### config.mk
export PLATFORM = sky130hd
export DESIGN_NAME = button_click_hold_detector_flat
export DESIGN_NICKNAME = d
export VERILOG_FILES = /design/src/bchd_pkg.sv /design/src/bchd_in_if.sv /design/src/bchd_out_if.sv /design/src/button_click_hold_detector.sv /design/src/flat_wrapper.sv
export SDC_FILE = /design/constraint.sdc
export NUM_CORES = 1
export LEC_CHECK = 0
export ABC_AREA = 1
export BUFFER_PORTS_ARGS = -buffer_cell sky130_fd_sc_hd__buf_2
export CAP_MARGIN = 20
export CORE_ASPECT_RATIO = 2
export CORE_MARGIN = 8
export CORE_UTILIZATION = 40
export DETAILED_ROUTE_END_ITERATION = 7
export PLACE_DENSITY = 0.68
export SLEW_MARGIN = 20
export SYNTH_ARGS = -nofsm -noshare
export SYNTH_HDL_FRONTEND = slang
export SYNTH_SLANG_ARGS = --single-unit
### constraint.sdc
create_clock -name clk -period 5.4 [get_ports clk]
set_clock_uncertainty 0.2 [all_clocks]
set_input_delay 1.35 -clock clk [delete_from_list [all_inputs] [get_ports clk]]
set_output_delay 1.35 -clock clk [all_outputs]
set_load 0.05 [all_outputs]
### src/bchd_pkg.sv
// ---------------------------------------------------------------------------
// Button click and hold detector package
// Field widths, register indexes and register reset values.
// ---------------------------------------------------------------------------
package bchd_pkg;

  localparam int TIME_W      = 32;
  localparam int MS16_W      = 16;
  localparam int COUNT_W     = 16;
  localparam int CFG_INDEX_W = 3;
  localparam int CFG_DATA_W  = 32;

  localparam logic [CFG_INDEX_W-1:0] REG_ACTIVE_LEVEL       = 3'd0;
  localparam logic [CFG_INDEX_W-1:0] REG_PRESS_COOLDOWN     = 3'd1;
  localparam logic [CFG_INDEX_W-1:0] REG_HOLD_TIMEOUT       = 3'd2;
  localparam logic [CFG_INDEX_W-1:0] REG_HOLD_REPEAT_ENABLE = 3'd3;
  localparam logic [CFG_INDEX_W-1:0] REG_HOLD_REPEAT_INTVL  = 3'd4;
  localparam logic [CFG_INDEX_W-1:0] REG_CLICK_WINDOW       = 3'd5;

  localparam logic [MS16_W-1:0]  RST_PRESS_COOLDOWN = 16'd50;
  localparam logic [MS16_W-1:0]  RST_HOLD_TIMEOUT   = 16'd500;
  localparam logic [MS16_W-1:0]  RST_CLICK_WINDOW   = 16'd300;
  localparam logic [COUNT_W-1:0] COUNT_MAX          = 16'hFFFF;

endpackage

### src/bchd_in_if.sv
// ---------------------------------------------------------------------------
// Button click and hold detector sample channel
// Valid/ready channel carrying one timestamped pin sample per word.
// ---------------------------------------------------------------------------
interface bchd_in_if;
  import bchd_pkg::*;

  logic              valid;
  logic              ready;
  logic              sample_level;
  logic [TIME_W-1:0] now_ms;

  modport source (output valid, output sample_level, output now_ms, input ready);
  modport sink (input valid, input sample_level, input now_ms, output ready);
endinterface

### src/bchd_out_if.sv
// ---------------------------------------------------------------------------
// Button click and hold detector event channel
// Valid/ready channel carrying the event flags of one sample per word.
// ---------------------------------------------------------------------------
interface bchd_out_if;
  import bchd_pkg::*;

  logic               valid;
  logic               ready;
  logic               press_fire;
  logic [COUNT_W-1:0] press_clicks;
  logic               hold_fire;
  logic [COUNT_W-1:0] hold_clicks;
  logic               release_fire;

  modport source (output valid, output press_fire, output press_clicks,
                  output hold_fire, output hold_clicks, output release_fire,
                  input ready);
  modport sink (input valid, input press_fire, input press_clicks,
                input hold_fire, input hold_clicks, input release_fire,
                output ready);
endinterface

### src/button_click_hold_detector.sv
// ---------------------------------------------------------------------------
// Button click and hold detector
// Detects clicks, multi-click groups, long presses and releases from
// timestamped pin samples.
// ---------------------------------------------------------------------------
//  Channel   Dir  Payload
//  pin       in   sample_level, now_ms
//  result    out  press_fire, press_clicks, hold_fire, hold_clicks, release_fire
//  cfg       in   cfg_we, cfg_index, cfg_data
//
//  One word per clock sustained while the result is not stalled; the
//  detector state updates as a word moves from the input register into
//  the result register.
//  Reset restores the register defaults and clears the detector state.
//  A stalled result holds; one more word waits in the input register.
// ---------------------------------------------------------------------------
module button_click_hold_detector (
  input  logic                             clk,
  input  logic                             rst,
  input  logic                             cfg_we,
  input  logic [bchd_pkg::CFG_INDEX_W-1:0] cfg_index,
  input  logic [bchd_pkg::CFG_DATA_W-1:0]  cfg_data,
  bchd_in_if.sink                          pin,
  bchd_out_if.source                       result
);
  import bchd_pkg::*;

  logic               active_level;
  logic [MS16_W-1:0]  press_cooldown_ms;
  logic [MS16_W-1:0]  hold_timeout_ms;
  logic               hold_repeat_enable;
  logic [TIME_W-1:0]  hold_repeat_interval_ms;
  logic [MS16_W-1:0]  click_window_ms;

  logic               prev_level;
  logic               prev_hold;
  logic [TIME_W-1:0]  press_time;
  logic [TIME_W-1:0]  hold_fire_time;
  logic [COUNT_W-1:0] click_count;

  logic               s1_valid;
  logic               s1_level;
  logic [TIME_W-1:0]  s1_now;

  logic               out_valid;
  logic               out_press_fire;
  logic [COUNT_W-1:0] out_press_clicks;
  logic               out_hold_fire;
  logic [COUNT_W-1:0] out_hold_clicks;
  logic               out_release_fire;

  logic               advance;
  logic [TIME_W-1:0]  since_press;
  logic [TIME_W-1:0]  since_hold_fire;
  logic               active;
  logic               was_active;
  logic               hold;
  logic               p_fire;
  logic               h_fire;
  logic               r_fire;
  logic [COUNT_W-1:0] count_mid;
  logic               prev_level_next;
  logic [TIME_W-1:0]  press_time_next;
  logic [TIME_W-1:0]  hold_fire_time_next;
  logic [COUNT_W-1:0] click_count_next;

  assign advance    = s1_valid && (!out_valid || result.ready);
  assign pin.ready  = !s1_valid || advance;

  assign result.valid        = out_valid;
  assign result.press_fire   = out_press_fire;
  assign result.press_clicks = out_press_clicks;
  assign result.hold_fire    = out_hold_fire;
  assign result.hold_clicks  = out_hold_clicks;
  assign result.release_fire = out_release_fire;

  always_comb begin
    since_press     = s1_now - press_time;
    since_hold_fire = s1_now - hold_fire_time;
    active          = (s1_level == active_level);
    was_active      = (prev_level == active_level);
    hold            = active && (since_press > {{(TIME_W-MS16_W){1'b0}}, hold_timeout_ms});

    p_fire    = (click_count != '0) && !active &&
                (since_press > {{(TIME_W-MS16_W){1'b0}}, click_window_ms});
    count_mid = p_fire ? '0 : click_count;

    h_fire              = 1'b0;
    r_fire              = 1'b0;
    prev_level_next     = s1_level;
    press_time_next     = press_time;
    hold_fire_time_next = hold_fire_time;
    click_count_next    = count_mid;

    if (active && !was_active) begin
      if (since_press > {{(TIME_W-MS16_W){1'b0}}, press_cooldown_ms}) begin
        press_time_next = s1_now;
      end else begin
        prev_level_next = ~s1_level;
      end
    end else if (!active && was_active) begin
      r_fire = 1'b1;
      if (!prev_hold && (count_mid != COUNT_MAX)) begin
        click_count_next = count_mid + COUNT_W'(1);
      end
    end else if (hold && (hold_repeat_enable || !prev_hold)) begin
      if ((hold_repeat_interval_ms == '0) || (since_hold_fire > hold_repeat_interval_ms)) begin
        h_fire              = 1'b1;
        hold_fire_time_next = s1_now;
        click_count_next    = '0;
      end
    end
  end

  always_ff @(posedge clk) begin
    if (rst) begin
      active_level            <= 1'b0;
      press_cooldown_ms       <= RST_PRESS_COOLDOWN;
      hold_timeout_ms         <= RST_HOLD_TIMEOUT;
      hold_repeat_enable      <= 1'b0;
      hold_repeat_interval_ms <= '0;
      click_window_ms         <= RST_CLICK_WINDOW;
    end else if (cfg_we) begin
      unique case (cfg_index)
        REG_ACTIVE_LEVEL:       active_level            <= cfg_data[0];
        REG_PRESS_COOLDOWN:     press_cooldown_ms       <= cfg_data[MS16_W-1:0];
        REG_HOLD_TIMEOUT:       hold_timeout_ms         <= cfg_data[MS16_W-1:0];
        REG_HOLD_REPEAT_ENABLE: hold_repeat_enable      <= cfg_data[0];
        REG_HOLD_REPEAT_INTVL:  hold_repeat_interval_ms <= cfg_data[TIME_W-1:0];
        REG_CLICK_WINDOW:       click_window_ms         <= cfg_data[MS16_W-1:0];
        default: ;
      endcase
    end
  end

  always_ff @(posedge clk) begin
    if (rst) begin
      s1_valid       <= 1'b0;
      out_valid      <= 1'b0;
      prev_level     <= 1'b1;
      prev_hold      <= 1'b0;
      press_time     <= '0;
      hold_fire_time <= '0;
      click_count    <= '0;
    end else begin
      if (pin.valid && pin.ready) begin
        s1_valid <= 1'b1;
      end else if (advance) begin
        s1_valid <= 1'b0;
      end
      if (advance) begin
        out_valid      <= 1'b1;
        prev_level     <= prev_level_next;
        prev_hold      <= hold;
        press_time     <= press_time_next;
        hold_fire_time <= hold_fire_time_next;
        click_count    <= click_count_next;
      end else if (result.ready) begin
        out_valid <= 1'b0;
      end
    end
  end

  always_ff @(posedge clk) begin
    if (pin.valid && pin.ready) begin
      s1_level <= pin.sample_level;
      s1_now   <= pin.now_ms;
    end
    if (advance) begin
      out_press_fire   <= p_fire;
      out_press_clicks <= p_fire ? click_count : '0;
      out_hold_fire    <= h_fire;
      out_hold_clicks  <= h_fire ? count_mid : '0;
      out_release_fire <= r_fire;
    end
  end

endmodule

### src/flat_wrapper.sv
// flat-port wrapper written by rule: the top's interface ports become plain ports
module button_click_hold_detector_flat import bchd_pkg::*;
  (clk, rst, cfg_we, cfg_index, cfg_data, pin_valid, pin_sample_level, pin_now_ms, pin_ready, result_valid, result_press_fire, result_press_clicks, result_hold_fire, result_hold_clicks, result_release_fire, result_ready);
  bchd_in_if pin_i ();
  bchd_out_if result_i ();
  input  logic clk;
  input  logic rst;
  input  logic cfg_we;
  input  logic [bchd_pkg::CFG_INDEX_W-1:0] cfg_index;
  input  logic [bchd_pkg::CFG_DATA_W-1:0] cfg_data;
  input wire logic [$bits(pin_i.valid)-1:0] pin_valid;
  input wire logic [$bits(pin_i.sample_level)-1:0] pin_sample_level;
  input wire logic [$bits(pin_i.now_ms)-1:0] pin_now_ms;
  output wire logic [$bits(pin_i.ready)-1:0] pin_ready;
  output wire logic [$bits(result_i.valid)-1:0] result_valid;
  output wire logic [$bits(result_i.press_fire)-1:0] result_press_fire;
  output wire logic [$bits(result_i.press_clicks)-1:0] result_press_clicks;
  output wire logic [$bits(result_i.hold_fire)-1:0] result_hold_fire;
  output wire logic [$bits(result_i.hold_clicks)-1:0] result_hold_clicks;
  output wire logic [$bits(result_i.release_fire)-1:0] result_release_fire;
  input wire logic [$bits(result_i.ready)-1:0] result_ready;
  assign pin_i.valid = pin_valid;
  assign pin_i.sample_level = pin_sample_level;
  assign pin_i.now_ms = pin_now_ms;
  assign pin_ready = pin_i.ready;
  assign result_valid = result_i.valid;
  assign result_press_fire = result_i.press_fire;
  assign result_press_clicks = result_i.press_clicks;
  assign result_hold_fire = result_i.hold_fire;
  assign result_hold_clicks = result_i.hold_clicks;
  assign result_release_fire = result_i.release_fire;
  assign result_i.ready = result_ready;
  button_click_hold_detector u_core (.clk(clk), .rst(rst), .cfg_we(cfg_we), .cfg_index(cfg_index), .cfg_data(cfg_data), .pin(pin_i), .result(result_i));
endmodule
# Yosys cells after proc, flatten, opt, wreduce, memory -nomap -nowiden
# Index checks and enable logic that the tools add are counted.
totals:
  input_bits: 73
  elab_cells: 86
  register_bits: 234
op_classes:
  reduce_logical: 31
  bitwise: 3
  n_lt_le_gt_ge: 4
  mux: 17
  n_addsub: 3
  eq_ne: 8
op_table:
  columns: ["operator", "n"]
  rows:
  - ["$gt A32 B16 Y1", 3]
  - ["$mux W16", 6]
  - ["$sub A32 B32 Y32", 2]
  - ["$gt A32 B32 Y1", 1]
  - ["$logic_not A32 Y1", 1]
  - ["$add A16 B1 Y16 const B", 1]
  - ["$ne A16 B16 Y1 const B", 1]
  - ["$reduce_bool A16 Y1", 1]
  - ["$reduce_and A2 Y1", 6]
  - ["$mux W1", 11]
  - ["$logic_and A1 B1 Y1", 9]
  - ["$eq A3 B2 Y1 const B", 2]
  - ["$eq A3 B3 Y1 const B", 2]
  - ["$logic_not A1 Y1", 5]
  - ["$reduce_and A5 Y1", 1]
  - ["$logic_or A1 B1 Y1", 4]
  - ["$reduce_bool A2 Y1", 2]
  - ["$eq A3 B1 Y1 const B", 1]
  - ["$logic_not A3 Y1", 1]
  - ["$not A1 Y1", 3]
  - ["$reduce_and A3 Y1", 1]
  - ["$eq A1 B1 Y1", 2]

# Logic depth before layout (Yosys ltp)
# Gate-level depths: netlist of the first run.
depth:
  word_depth: 10
  depth_mapped: 38
  depth_no_buf: 37

# Least setup slack after synthesis of the first run
# OpenSTA, ideal clock, no wires.
synth_path:
  path_kind: "register -> register"
  from: "register u_core.s1_now[0]"
  to: "register u_core.out_hold_clicks[10], in the netlist u_core.result.hold_clicks[10], data pin"
  setup_time_ps: 138
  required_ps: 5062
  n_path_buf: 1
  stages_incl_launch_ff: 35
  slack_ps: 43
  arrival_time_ps: 5019
  cell_sequence: "edfxtp_1 inv_1 ha_1 inv_1 fa_1 nand3_1 nand2_1 a21oi_1 o21ai_2 a21boi_1 o21ai_0 a21boi_1 o21ai_0 a21boi_0 o21ai_1 a21boi_1 o21ai_1 nand2_1 nand2_1 nand2_1 nand2_1 ha_1 nand2_1 nor2_1 nand4_1 nor4_1 nand2_1 nand2_1 nand2_1 o21ai_0 nand4_2 nor2_1 inv_2 buf_2 nor2_1"
synth_via:
  elab_chain_cells: 7
  word_cells_on_any_way: 14
  cone_classes: "add/sub (2); order compare (3); mux (5); reduce/logical (4)"
synth_rtl:
  columns: ["item", "line", "source"]
  rows:
  - ["from (decl)", "button_click_hold_detector.sv:43", "logic [TIME_W-1:0] s1_now;"]
  - ["from (signal assigned)", "button_click_hold_detector.sv:167", "s1_now <= pin.now_ms;"]
  - ["$sub A32 B32 Y32 (on tied branches)", "button_click_hold_detector.sv:79, button_click_hold_detector.sv:78", null]
  - ["$gt A32 B32 Y1 / $gt A32 B16 Y1 (equally long branches)", "button_click_hold_detector.sv:107, button_click_hold_detector.sv:82", null]
  - ["$logic_or A1 B1 Y1 / $logic_and A1 B1 Y1 (equally long branches)", "button_click_hold_detector.sv:107, button_click_hold_detector.sv:82", null]
  - ["$mux W1 / $logic_and A1 B1 Y1 (equally long branches)", "button_click_hold_detector.sv:107, button_click_hold_detector.sv:106", null]
  - ["$mux W1 (*)", "button_click_hold_detector.sv:106", "end else if (hold && (hold_repeat_enable || !prev_hold)) begin"]
  - ["$mux W1 (*)", "button_click_hold_detector.sv:101", "end else if (!active && was_active) begin"]
  - ["$mux W1 (*)", "button_click_hold_detector.sv:95", "if (active && !was_active) begin"]
  - ["via u_core.h_fire", "button_click_hold_detector.sv:59", "logic h_fire;"]
  - ["to (signal assigned)", "button_click_hold_detector.sv:173", "out_hold_clicks <= h_fire ? count_mid : '0;"]
  - ["to (decl)", "button_click_hold_detector.sv:49", "logic [COUNT_W-1:0] out_hold_clicks;"]
# Mark *: on every way through the listed nets, which the timed path passes. The rest lies on a longest branch.
# A chain may end at the register's enable or synchronous reset.

# Worst setup path after layout of the first run
layout_path:
  from: "register u_core.s1_now[1]"
  to: "register u_core.hold_fire_time[22]"
layout_via:
  elab_chain_cells: 5
  word_cells_on_any_way: 8
  cone_classes: "add/sub (2); order compare (2); reduce/logical (4)"
layout_rtl:
  columns: ["item", "line", "source"]
  rows:
  - ["$sub A32 B32 Y32", "button_click_hold_detector.sv:78", "since_press = s1_now - press_time;"]
  - ["$gt A32 B16 Y1", "button_click_hold_detector.sv:82", "hold = active && (since_press > {{(TIME_W-MS16_W){1'b0}}, hold_timeout_ms});"]
  - ["$logic_and A1 B1 Y1", "button_click_hold_detector.sv:82", null]
  - ["$logic_and A1 B1 Y1", "button_click_hold_detector.sv:106", null]
  - ["$reduce_and A5 Y1 (no source line) (*)", null, null]
  - ["to (signal assigned)", "button_click_hold_detector.sv:156", "hold_fire_time <= hold_fire_time_next;"]
  - ["to (decl)", "button_click_hold_detector.sv:38", "logic [TIME_W-1:0] hold_fire_time;"]
# Every way passes the cells marked *; elsewhere a longest branch is shown, timed or not.

==> flow_summary.toml, run 1 <==
[yosys]
synth_cell_types = 51
synth_edf_count = 68
synth_nets = 2251
synth_area_per_cell_um2 = 7.30
synth_top_area_frac = 0.224
yosys.area.top_type = "dfxtp_1"
async_flop_share = 0
netlist_area_mm2 = 0.0148
synth_top_cells_by_area = "dfxtp_1, edfxtp_1, ha_1, nand2_1, inv_1"
ys_warn_count = 0
ys_ff_latch = 234
synthFlopType = "dfxtp_1"
synthCells = 2031
seq_area_frac_synth = 0.362

[clock_tree]
clk_pin_slew_worst_paths_ns = 0.06
cts-buffers-inserted = 24
htree_num_levels = 1
clk_latency_ns = 0.55
cts_tree = "done"
cts_root_buf = "clkbuf_16"
clock_path_buffers = 3
cts.sinks = 234

[die]
rows = 100
start_util = 0.401
io-pin-count = 110
chipHeight_um = 288
core_mm2 = 0.0369
die_w_um = 152
dieArea_mm2 = 0.0438

[setup_path]
crit_arrival_ns = 5.33
critPathMostFrequentCell = "nand2_1"
rrSetupSlack_ns = 0.28
worstPathRequired_ns = 5.61
end_kind = "register"
cp_slowest_cell = "edfxtp_1"
startpoint = "u_core.s1_now[1]$_DFFE_PP_"
crit_end = "u_core.hold_fire_time[22]$_SDFFE_PP0P_"
worstPathMaxFanout = 5
reg2reg_from = "u_core.s1_now[1]$_DFFE_PP_"
r2r_cells = 34
slowest_delay_ns = 0.38
start_kind = "register"
rr_endpoint = "u_core.hold_fire_time[22]$_SDFFE_PP0P_"
crit_type = "reg -> reg"

[grt]
grt_usage = 0.178
grt_max_degree = 76
grt_pass1_wl_mm = 64.3
antenna_found_initial = 0
grt_pass1_vias = 12500
grt_overflow_total = 0

[detailed_routing]
vias = 13400
viasPerCell = 5.04
ant_nets = 0
drt-pass1-iter-count = 8
wl_mm = 41.0
route.detailed.drc = 0
wl_per_cell_um = 15.4
drtIter0Drc = 892

[cells_and_area]
fin_nets = 2396
final_cell_mix = "nand2_1, inv_1, a21oi_1, dfxtp_1, ha_1"
syn_to_final_growth_pct = 18.0
final_cell_area_mm2 = 0.0175
antennaDiodeCount = 0
drive_gt1_frac = 0.155
layout_commonest_cell = "nand2_1"
finalNonFillerCells = 2653

[min_path]
whs_path_depth = 2
hold_path_class = "reg -> reg"

[sta]
hold_viol = 0
fmax_ghz = 0.195
rsz0062_at_grt = "true"
min_period_ns = 5.12
tightest_slew_ns = 1.08
finalWorstSetupSlack_ns = 0.284
setup_viol = 0
slew_headroom = 0.279
drv_slew = 0
fin_crit_sh = 0.947

[power_and_ir_drop]
power_leakage_uw = 0.00780
power.density_mw_per_mm2 = 287
pwr-share-seq = 0.386
ir_drop_v = 0.000266
switching_share = 0.328
p_comb_frac = 0.283
clkPwrFrac = 0.331
p_switching_uw = 1650
p_int_uw = 3370

[placement]
place_ws_ns = -0.325
postPlaceCellArea_mm2 = 0.0161
hpwl_mm = 31.2
port_buffers = 109
gp_congestion = 0.937
dp.cells = 2588

[flow_run]
cap_violations = 0

[run_status]
status = "finished, final reports clean"
[critical path: cells and delay by family (launching register included)]
| family | cells | cell delay, ns |
|---|---|---|
| adders and majority gates | 2 | 0.59 |
| DFF | 1 | 0.38 |
| and+or+nand+nor | 14 | 1.32 |
| buffers and inverters | 5 | 0.67 |
| AOI/OAI and AO/OA | 13 | 1.83 |
[metal layers]
| metal | track usage | part of all wire | wire length (um) |
|---|---|---|---|
| met3 | 0.0219 | 0.041 | 1680 |
| met4 | 0.0733 | 0.039 | 1610 |
| met1 | 0.217 | 0.44 | 18000 |
| met5 | 0 | 0 | 0 |
| met2 | 0.312 | 0.48 | 19700 |
[metrics by stage]
step | hold slack [ns] | utilization | total power, uW | TNS [ns]
after floorplan | 0.233 | - | 2910 | 0
after global placement | 0.243 | 0.436 | 3260 | -1.07
after detailed placement | 0.248 | 0.436 | 3280 | -14.11
after CTS | 0.259 | 0.459 | 4970 | 0
after global routing | 0.271 | 0.474 | 5330 | -3.93
final | 0.255 | 0.474 | 5020 | 0
[registers in the layout, summed over array words and instances, names as in the netlist, 32 cells and up]
name and flops:
u_core.hold_fire_time 32, u_core.hold_repeat_interval_ms 32, u_core.press_time 32, u_core.s1_now 32
[cell families after synthesis]
group	after synthesis	synth area share
AO/OA/AOI/OAI	435	0.157
flip-flops	234	0.362
XOR/XNOR	46	0.0272
AND/OR/NAND/NOR	749	0.219
buffers and inverters	420	0.109
adder cells (fa/ha/maj)	147	0.125
[how the worst min path moves through the flow]
stage | from | to | slack [ns]
floorplan | u_core.hold_fire_time[10]$_SDFFE_PP0P_ | u_core.hold_fire_time[10]$_SDFFE_PP0P_ | 0.23
global placement | u_core.press_time[24]$_SDFFE_PP0P_ | u_core.press_time[24]$_SDFFE_PP0P_ | 0.24
detailed placement | u_core.press_time[9]$_SDFFE_PP0P_ | u_core.press_time[9]$_SDFFE_PP0P_ | 0.25
CTS | u_core.press_time[26]$_SDFFE_PP0P_ | u_core.press_time[26]$_SDFFE_PP0P_ | 0.26
global route | u_core.hold_fire_time[16]$_SDFFE_PP0P_ | u_core.hold_fire_time[16]$_SDFFE_PP0P_ | 0.27
finish | u_core.press_time[24]$_SDFFE_PP0P_ | u_core.press_time[24]$_SDFFE_PP0P_ | 0.26
[power groups by stage]
stage	Combinational, uW	Clock [uW]	Sequential, uW
final	1420	1660	1940
after floorplan	904	0	2000
after global placement	1290	0	1970
after CTS	1330	1700	1940
after global routing	1610	1770	1950
after detailed placement	1310	0	1980
[final cells by class]
class / instances / area [um2]
Inverter: 366 / 1380
Sequential cell: 234 / 5370
Clock inverter: 10 / 97.6
Clock buffer: 34 / 688
Fill cell: 3642 / 19400
Timing Repair Buffer: 173 / 1220
Tap cell: 459 / 574
Multi-Input combinational cell: 1377 / 8170
[cell usage after synthesis, types with 2 or more instances]
| master | n |
|---|---|
| buf_2 | 7 |
| nand3_1 | 76 |
| nand3_2 | 9 |
| a21oi_2 | 2 |
| dfxtp_1 | 166 |
| a31oi_1 | 2 |
| nor2_4 | 2 |
| a21boi_1 | 5 |
| nand2_1 | 426 |
| xor2_1 | 33 |
| o2111ai_1 | 4 |
| nor2_2 | 14 |
| buf_1 | 4 |
| edfxtp_1 | 68 |
| clkbuf_1 | 40 |
| fa_1 | 2 |
| o21bai_1 | 5 |
| nand2_4 | 2 |
| nor2_1 | 139 |
| inv_1 | 343 |
| o21ai_1 | 10 |
| inv_2 | 20 |
| o211ai_1 | 14 |
| clkinv_1 | 3 |
| a211oi_1 | 7 |
| o21ai_0 | 149 |
| nor4_1 | 17 |
| o221ai_1 | 5 |
| nand3b_1 | 6 |
| nand4_1 | 26 |
| and2_1 | 2 |
| nand2_2 | 5 |
| ha_1 | 145 |
| a21boi_0 | 2 |
| nor3_1 | 20 |
| o21a_1 | 3 |
| a21oi_1 | 222 |
| xnor2_1 | 13 |
[timing repair]
item | 4_1_cts | 5_1_grt
hold buffers | 0 | 0
gates cloned | 0 | 8
resized for setup | 9 | 108
setup endpoints to repair | 64 | 65
setup buffers | 5 | 9
pin swaps | 7 | 32
Power figures use the tool's default switching activity.
==> run 2: changes to the inputs <==
--- a/config.mk
+++ b/config.mk
@@ -10,9 +10,9 @@
 export CAP_MARGIN = 20
 export CORE_ASPECT_RATIO = 2
 export CORE_MARGIN = 8
-export CORE_UTILIZATION = 40
+export CORE_UTILIZATION = 30
 export DETAILED_ROUTE_END_ITERATION = 7
-export PLACE_DENSITY = 0.68
+export PLACE_DENSITY = 0.56
 export SLEW_MARGIN = 20
 export SYNTH_ARGS = -nofsm -noshare
 export SYNTH_HDL_FRONTEND = slang
==> flow_summary.toml, run 2 (synthesis gave the netlist of run 1 again) <==
[die]
rows = 115
chipHeight_um = 330
die_w_um = 173
io-pin-count = 110
start_util = 0.302
dieArea_mm2 = 0.0572
core_mm2 = 0.0491

[cells_and_area]
antennaDiodeCount = 0
fin_nets = 2450
multi_input_area_mm2 = 0.00838
syn_to_final_growth_pct = 23.7
drive_gt1_frac = 0.192
fillCellCount = 5163
regArea_mm2 = 0.00537
finalNonFillerCells = 2891
final_cell_mix = "nand2_1, inv_1, a21oi_1, dfxtp_1, ha_1"
layout_commonest_cell = "nand2_1"

[grt]
antenna_found_initial = 4
grt_pass1_vias = 14500
grt_max_degree = 73
grt_overflow_total = 0
grt_pass1_wl_mm = 77.0
grt_usage = 0.171

[detailed_routing]
route.detailed.drc = 0
viasPerCell = 4.81
vias = 13900
drtIter0Drc = 576
ant_nets = 0
wl_per_cell_um = 17.3
drt-pass1-iter-count = 5
wl_mm = 49.9

[power_and_ir_drop]
power.density_mw_per_mm2 = 288
ir_drop_v = 0.000215
power_leakage_uw = 0.00807

[clock_tree]
htree_num_levels = 1
cts.sinks = 234
cts-buffers-inserted = 25
clk_pin_slew_worst_paths_ns = 0.07
cts_root_buf = "clkbuf_16"
cts_tree = "done"
clock_path_buffers = 3
clk_latency_ns = 0.55

[setup_path]
crit_arrival_ns = 5.46
worstPathMaxFanout = 7
start_kind = "register"
rrSetupSlack_ns = 0.18
slowest_delay_ns = 0.37
cp_slowest_cell = "edfxtp_1"
worstPathRequired_ns = 5.63
r2r_cells = 38
crit_type = "reg -> reg"
end_kind = "register"

[min_path]
whs_path_depth = 2
hold_path_class = "reg -> reg"

[run_status]
status = "finished, final reports clean"

[flow_run]
cap_violations = 0

[sta]
min_period_ns = 5.22
drv_slew = 0
slew_headroom = 0.291
tightest_slew_ns = 1.06
rsz0062_at_grt = "true"
finalWorstSetupSlack_ns = 0.175
hold_viol = 0
fmax_ghz = 0.191
setup_viol = 0
fin_crit_sh = 0.968

[placement]
dp.cells = 2819
gp_congestion = 0.935
port_buffers = 109
place_ws_ns = -0.553
hpwl_mm = 39.0
[run 2: changes by cell type in the layout (fill, tap and decap cells not counted), sizes merged]
| cell | previous run | this run |
|---|---|---|
| buf | 167 | 225 |
| bufinv | 1 | 2 |
| clkbuf | 40 | 32 |
| clkinv | 9 | 12 |
| clkinvlp | 1 | 2 |
| inv | 365 | 364 |
[run 2: through the flow]
stage	util	setup TNS (ns)	total power, uW	instance area (um2)	hold WS (ns)
finish	0.374	0	5280	18300	0.258
global route	0.374	-6.50	5580	18300	0.279
CTS	0.364	-4.20	5270	17900	0.258
detailed placement	0.339	-30.98	3440	16600	0.248
global placement	0.339	-20.38	3400	16600	0.240
floorplan	-	0	2910	14800	0.233
[run 2: per-layer routing]
metal	GRT usage	wire, um
met5	0	52
met4	0.129	4090
met3	0.0249	1850
met2	0.359	28300
met1	0.138	15600
[run 2: layout make-up]
| type | instances | share of cell area |
|---|---|---|
| clock inverter | 14 | 0.00710 |
| inverter | 366 | 0.0750 |
| multi-input combinational | 1377 | 0.457 |
| tap | 643 | 0.0439 |
| sequential | 234 | 0.293 |
| timing repair buffer | 226 | 0.0874 |
| clock buffer | 31 | 0.0371 |
[run 2: where the power goes]
part	internal (uW)	total (uW)	switching [uW]	leakage (uW)
Sequential	1890	1930	41.4	0.00200
Clock	992	1740	753	0.000401
Combinational	614	1600	987	0.00567
Total	3500	5280	1780	0.00807
[run 2: repair_timing]
| item | 4_1_cts | 5_1_grt |
|---|---|---|
| gates resized for setup | 87 | 78 |
| setup endpoints to repair | 65 | 65 |
| pin swaps | 29 | 41 |
| cloned | 5 | 1 |
| setup buffers | 9 | 12 |
| hold buffers | 0 | 0 |
[run 2: worst paths after layout]
path / startpoint / endpoint
min reg2reg: u_core.press_time[26]$_SDFFE_PP0P_ / u_core.press_time[26]$_SDFFE_PP0P_
max: u_core.s1_now[0]$_DFFE_PP_ / u_core.hold_fire_time[22]$_SDFFE_PP0P_
max reg2reg: u_core.s1_now[0]$_DFFE_PP_ / u_core.hold_fire_time[22]$_SDFFE_PP0P_
min: u_core.press_time[26]$_SDFFE_PP0P_ / u_core.press_time[26]$_SDFFE_PP0P_
[run 2: worst max-delay path, delay by kind of cell (launching register included)]
| family | cells | cell delay [ns] |
|---|---|---|
| AOI/OAI and AO/OA | 13 | 1.51 |
| and+or+nand+nor | 15 | 1.38 |
| buffers and inverters | 7 | 0.89 |
| DFF | 1 | 0.37 |
| adders and majority gates | 3 | 0.74 |
